**config.mk**
```make
export PLATFORM = sky130hd
export DESIGN_NAME = bsmm_ctrl
export DESIGN_NICKNAME = d
export VERILOG_FILES = /design/src/hw/rtl/bsmm_pkg.sv /design/src/hw/rtl/bsmm_ctrl.sv
export SDC_FILE = /design/constraint.sdc
export NUM_CORES = 1
export LEC_CHECK = 0
export BUFFER_PORTS_ARGS = -buffer_cell sky130_fd_sc_hd__buf_2
export CAP_MARGIN = 0
export CORE_AREA = 2 2 39 41
export DETAILED_ROUTE_END_ITERATION = 16
export DIE_AREA = 0 0 41 43
export SETUP_SLACK_MARGIN = 0.1
export SYNTH_ARGS = -nofsm -noshare
export SYNTH_HDL_FRONTEND = slang
export SYNTH_SLANG_ARGS = --single-unit
```
**constraint.sdc**
```tcl
create_clock -name clk -period 3.1 [get_ports clk]
set_input_delay 0.62 -clock clk [delete_from_list [all_inputs] [get_ports clk]]
set_output_delay 0.62 -clock clk [all_outputs]
set_load 0.02 [all_outputs]
```
**src/hw/rtl/bsmm_pkg.sv**
```systemverilog
package bsmm_pkg;

    // Field widths fixed by the item format
    localparam int ACT_W = 3;
    localparam int IDX_W = 16;
    localparam int LEN_W = 17;
    localparam int SMP_W = 24;

    // Action codes
    localparam logic [ACT_W-1:0] ACT_WRITE  = 3'd0;
    localparam logic [ACT_W-1:0] ACT_READ   = 3'd1;
    localparam logic [ACT_W-1:0] ACT_MIN    = 3'd2;
    localparam logic [ACT_W-1:0] ACT_MAX    = 3'd3;
    localparam logic [ACT_W-1:0] ACT_RESIZE = 3'd4;
    localparam logic [ACT_W-1:0] ACT_SETLEN = 3'd5;
    localparam logic [ACT_W-1:0] ACT_CONTIG = 3'd6;

    // Controller to datapath commands
    typedef struct packed {
        logic load;         // capture input beat
        logic clr_step;     // zero one memory word of the power-up sweep
        logic exec;         // first cycle of an item
        logic scan_issue;   // issue one memory read of a scan
        logic grow_step;    // open one more bank
        logic contig_step;  // advance bank boundary by one bank
        logic out_load;     // load result register
    } bsmm_cmd_t;

    // Datapath to controller status
    typedef struct packed {
        logic [ACT_W-1:0] action;
        logic             clr_last;
        logic             range_empty;
        logic             scan_done;
        logic             rd_pend;
        logic             grow_done;
        logic             contig_done;
    } bsmm_sts_t;

endpackage

```
**src/hw/rtl/bsmm_ctrl.sv**
```systemverilog
module bsmm_ctrl (
    input  logic                 clk,
    input  logic                 rst_n,
    input  logic                 in_valid,
    output logic                 in_ready,
    output logic                 out_valid,
    input  logic                 out_ready,
    input  bsmm_pkg::bsmm_sts_t  sts,
    output bsmm_pkg::bsmm_cmd_t  cmd
);

    localparam logic [2:0] ST_CLEAR  = 3'd0;
    localparam logic [2:0] ST_IDLE   = 3'd1;
    localparam logic [2:0] ST_EXEC   = 3'd2;
    localparam logic [2:0] ST_SCAN   = 3'd3;
    localparam logic [2:0] ST_GROW   = 3'd4;
    localparam logic [2:0] ST_CONTIG = 3'd5;
    localparam logic [2:0] ST_FINISH = 3'd6;

    logic [2:0] state_reg;
    logic [2:0] state_next;
    logic       out_valid_reg;
    logic       out_valid_next;

    assign in_ready  = (state_reg == ST_IDLE);
    assign out_valid = out_valid_reg;

    // Sequencer
    always_comb
    begin
        state_next = state_reg;
        cmd        = '0;
        cmd.load   = in_valid && in_ready;
        unique case (state_reg)
            ST_CLEAR:
            begin
                cmd.clr_step = 1'b1;
                if (sts.clr_last)
                begin
                    state_next = ST_IDLE;
                end
            end
            ST_IDLE:
            begin
                if (in_valid)
                begin
                    state_next = ST_EXEC;
                end
            end
            ST_EXEC:
            begin
                cmd.exec = 1'b1;
                unique case (sts.action) inside
                    bsmm_pkg::ACT_READ, bsmm_pkg::ACT_MIN, bsmm_pkg::ACT_MAX:
                    begin
                        state_next = sts.range_empty ? ST_FINISH : ST_SCAN;
                    end
                    bsmm_pkg::ACT_RESIZE: state_next = ST_GROW;
                    bsmm_pkg::ACT_CONTIG: state_next = ST_CONTIG;
                    default:              state_next = ST_FINISH;
                endcase
            end
            ST_SCAN:
            begin
                cmd.scan_issue = !sts.scan_done;
                if (sts.scan_done && !sts.rd_pend)
                begin
                    state_next = ST_FINISH;
                end
            end
            ST_GROW:
            begin
                if (sts.grow_done)
                begin
                    state_next = ST_FINISH;
                end
                else
                begin
                    cmd.grow_step = 1'b1;
                end
            end
            ST_CONTIG:
            begin
                if (sts.contig_done)
                begin
                    state_next = ST_FINISH;
                end
                else
                begin
                    cmd.contig_step = 1'b1;
                end
            end
            ST_FINISH:
            begin
                if (!out_valid_reg || out_ready)
                begin
                    cmd.out_load = 1'b1;
                    state_next   = ST_IDLE;
                end
            end
            default: state_next = ST_IDLE;
        endcase
    end

    // Output beat valid
    always_comb
    begin
        if (cmd.out_load)
        begin
            out_valid_next = 1'b1;
        end
        else if (out_ready)
        begin
            out_valid_next = 1'b0;
        end
        else
        begin
            out_valid_next = out_valid_reg;
        end
    end

    always_ff @(posedge clk or negedge rst_n)
    begin
        if (!rst_n)
        begin
            state_reg     <= ST_CLEAR;
            out_valid_reg <= 1'b0;
        end
        else
        begin
            state_reg     <= state_next;
            out_valid_reg <= out_valid_next;
        end
    end

    // The power-up sweep runs once only
    a_clear_once: assert property (@(posedge clk) disable iff (!rst_n)
        (state_reg != ST_CLEAR) |=> (state_reg != ST_CLEAR))
        else $error("sweep state re-entered");

    // An accepted beat always starts execution next cycle
    a_accept_exec: assert property (@(posedge clk) disable iff (!rst_n)
        (in_valid && in_ready) |=> (state_reg == ST_EXEC))
        else $error("accepted beat not executed");

    // A loaded result is presented
    a_load_shows: assert property (@(posedge clk) disable iff (!rst_n)
        cmd.out_load |=> out_valid_reg)
        else $error("result loaded but not valid");

endmodule

```
==> summary.txt <==
Run status
  – Status: complete, no violations

STA
  – Aggregate negative setup slack: 0 ns
  – Crit path time final: 1.97 ns
  – Setup ws final: 1.13 ns
  – Clock skew: 0.000436 ns
  – Max-slew headroom: 0.727
  – Worst-margin pin slew: 0.410 ns
  – FMAX: 507 MHz
  – Tcrit/Tclk final: 0.636
  – Final setup violation count: 0
  – Final Slew Violations: 0
  – RSZ-0062 raised after global routing: no
  – Final hold violation count: 0

Critical path
  – Crit Path Category: flop to output port
  – Worst EP arrival: 1.35 ns
  – CP top delay family: simple AND/OR/NAND/NOR gates
  – CP bufs+invs: 1
  – CP max stage delay: 0.43 ns
  – Worst-path cell chain: nand2b_1 -> nor3b_1 -> buf_2
  – Critical Path Slowest Stage Cell: dfrtp_1
  – Worst EP required: 2.48 ns
  – Startpoint Class: flop
  – Crit. End Element: output port
  – CP Max Fanout: 7

Final layout
  – Area of the multi-input gates: 235 µm²
  – Nets: 82
  – N_diodes: 0
  – Layout fillers: 158
  – Max reg flops: 3
  – Area Growth Syn to Fin: 38.4%
  – Layout cells sized above 1: 0.403
  – Final non-filler cell total: 83
  – Register area: 100 µm²

Clock tree
  – Post_cts resized: 0
  – Post CTS Setup Buffer Count: 0
  – CTS Buf Count: 3
  – TritonCTS clock tree: built
  – Cts hold-fix bufs: 0
  – Clk sinks: 4
  – H-tree levels: 1
  – Worst-Skew Late Latency: 0.23 ns
  – Clock-pin transition on the worst setup and hold timing paths: 0.03 ns
  – CTS root buf: clkbuf_4
  – Max Buffers Root-to-Sink: 2

Synth
  – Mux share of post-synthesis cell area: 0.0605
  – Synth top area cells: dfrtp_1 (28%), nand2b_1 (8.9%), nor3_1 (7.1%)
  – Post-Synth XOR/XNOR Area: 0
  – Syn nets: 58
  – Yosys reg bits: 4
  – Post-synthesis simple-gate area fraction: 0.388
  – Largest family of logic cells by synthesized area: simple AND/OR/NAND/NOR gates
  – Area leader, netlist: dfrtp_1
  – Adder-cell share of the synthesized area: 0
  – Netlist cell types: 24
  – Compound-cell area share of the yosys netlist: 0.221
  – Mapped Area: 352 µm²
  – Post-synth top area share: 0.285
  – Sequential area share after synthesis: 0.285
  – Mapped Cells: 45
  – Syn. warnings: 0
  – Mean Syn Cell Area: 7.81 µm²

Global route
  – Largest net degree at the start of global routing: 16
  – Total Routing Usage GR: 0.108
  – First-pass GRT wire length: 1280 µm
  – Number of global-route vias before repair: 372
  – Initial antenna violation count: 0
  – GRT Residual Overflow: 0

Detailed routing
  – Routed len/inst: 9.49 µm
  – Number of vias per cell: 4.61
  – Post-detailed-route count of antenna-violating nets: 0
  – First-pass DRT Iterations: 3
  – DRC violations left: 0
  – Total Wirelength: 788 µm
  – DRT iter0 DRCs: 5
  – Via Count: 383

Power and ir drop
  – Reg power frac: 0.278
  – Worst vdd ir: 0.000331 V
  – Clock share of power: 0.134
  – Leakage power: 0.000243 µW
  – PD cells: 939 mW/mm²
  – Psw: 212 µW
  – Logic pwr share: 0.587
  – P_int: 245 µW
  – Sw frac: 0.463

Placement
  – GPL Wtd Cong: 0.754
  – Dpl cells: 80
  – Hpwl dp: 644 µm
  – DP Worst Slack: 1.27 ns
  – PortBufs: 21

Floorplan
  – Core area: 0.00138 mm²
  – DIE HEIGHT: 43 µm
  – FP Rows: 14
  – Die X: 41 µm
  – Die area: 0.00176 mm²
  – Num ports: 22
  – Starting density of the core: 0.254

Hold path
  – Hold Path Class: primary input to async pin

Job
  – Max-cap violations: 0
==> synthesized netlist by cell type <==
master,instances
nand2b_1,5
nor2_1,5
nor3_1,5
a21oi_1,4
dfrtp_1,4
nand2_1,2
nand3b_1,2
o21ai_0,2
a2111oi_2,1
a311o_1,1
and2_0,1
and2_1,1
and3_1,1
buf_2,1
buf_4,1
inv_1,1
mux2_2,1
mux2i_1,1
nor2b_1,1
nor3b_1,1
o21a_1,1
o22a_1,1
o22ai_1,1
or2_2,1
==> cell type report <==
cell class	instances	area share
timing repair buffer	21	0.216
inverter	1	0.00771
clock buffer	3	0.0463
tap	16	0.0411
multi-input combinational	38	0.483
sequential	4	0.206
==> power by group through the flow <==
stage / clock, µW / combinational, µW / sequential, µW
6_report: 61.4 / 268 / 127
5_1_grt: 68.4 / 300 / 136
4_1_cts: 66.6 / 273 / 126
3_5_place_dp: 0 / 272 / 127
3_3_place_gp: 0 / 270 / 128
2_1_floorplan: 0 / 223 / 112
==> final timing paths <==
kind | startpoint | to | slack (ns) | cells past startpoint
max | state_reg[1]$_DFFE_PN0P_ | cmd[1] | 1.13 | 3
min | rst_n | state_reg[0]$_DFFE_PN0P_ | 0.19 | 1
max reg2reg | state_reg[0]$_DFFE_PN0P_ | state_reg[1]$_DFFE_PN0P_ | 1.54 | 3
min reg2reg | out_valid$_DFFE_PN0P_ | out_valid$_DFFE_PN0P_ | 0.55 | 2
max in group asynchronous | rst_n | state_reg[1]$_DFFE_PN0P_ | 2.80 | 1
min in group clk | out_valid$_DFFE_PN0P_ | out_valid$_DFFE_PN0P_ | 0.55 | 2
==> cell families (layout without fill, tap and decap cells) <==
kind of cell	after synthesis	in the layout
AND/OR/NAND/NOR	25	25
multiplexers	2	2
AO/OA/AOI/OAI	11	11
flip-flops	4	4
buffers and inverters	3	25
==> cells in the final DEF, fill, tap and decap left out <==
master / netlist / layout
nor3_1: 5 / 5
o21a_1: 1 / 1
nor2b_1: 1 / 1
nand2_1: 2 / 2
clkbuf_4: 0 / 3
nand2b_1: 5 / 5
buf_2: 1 / 21
o22ai_1: 1 / 1
o22a_1: 1 / 1
and2_1: 1 / 1
a21oi_1: 4 / 4
mux2_2: 1 / 1
nand3b_1: 2 / 2
a2111oi_2: 1 / 1
nor2_1: 5 / 5
inv_1: 1 / 1
and2_0: 1 / 1
or2_2: 1 / 1
a311o_1: 1 / 1
and3_1: 1 / 1
mux2i_1: 1 / 1
o21ai_0: 2 / 2
dfrtp_1: 4 / 4
nor3b_1: 1 / 1
==> metal layers <==
metal / GRT usage / up-vias / part of all wire
met4: 0.120 / 0 / 0
met2: 0.169 / 10 / 0.53
li1: - / 207 / -
met3: 0 / 0 / 0.049
met5: 0 / - / 0
met1: 0.114 / 166 / 0.42
==> per-stage QoR <==
stage	util	hold slack, ns	instance area, µm²	total power (µW)
after floorplan	-	0.324	352	335
after global placement	0.335	0.424	464	398
after detailed placement	0.335	0.427	464	399
after CTS	0.352	0.176	487	466
after global routing	0.352	0.182	487	504
final	0.352	0.187	487	457
No activity file was read; power rests on OpenSTA's default activity.
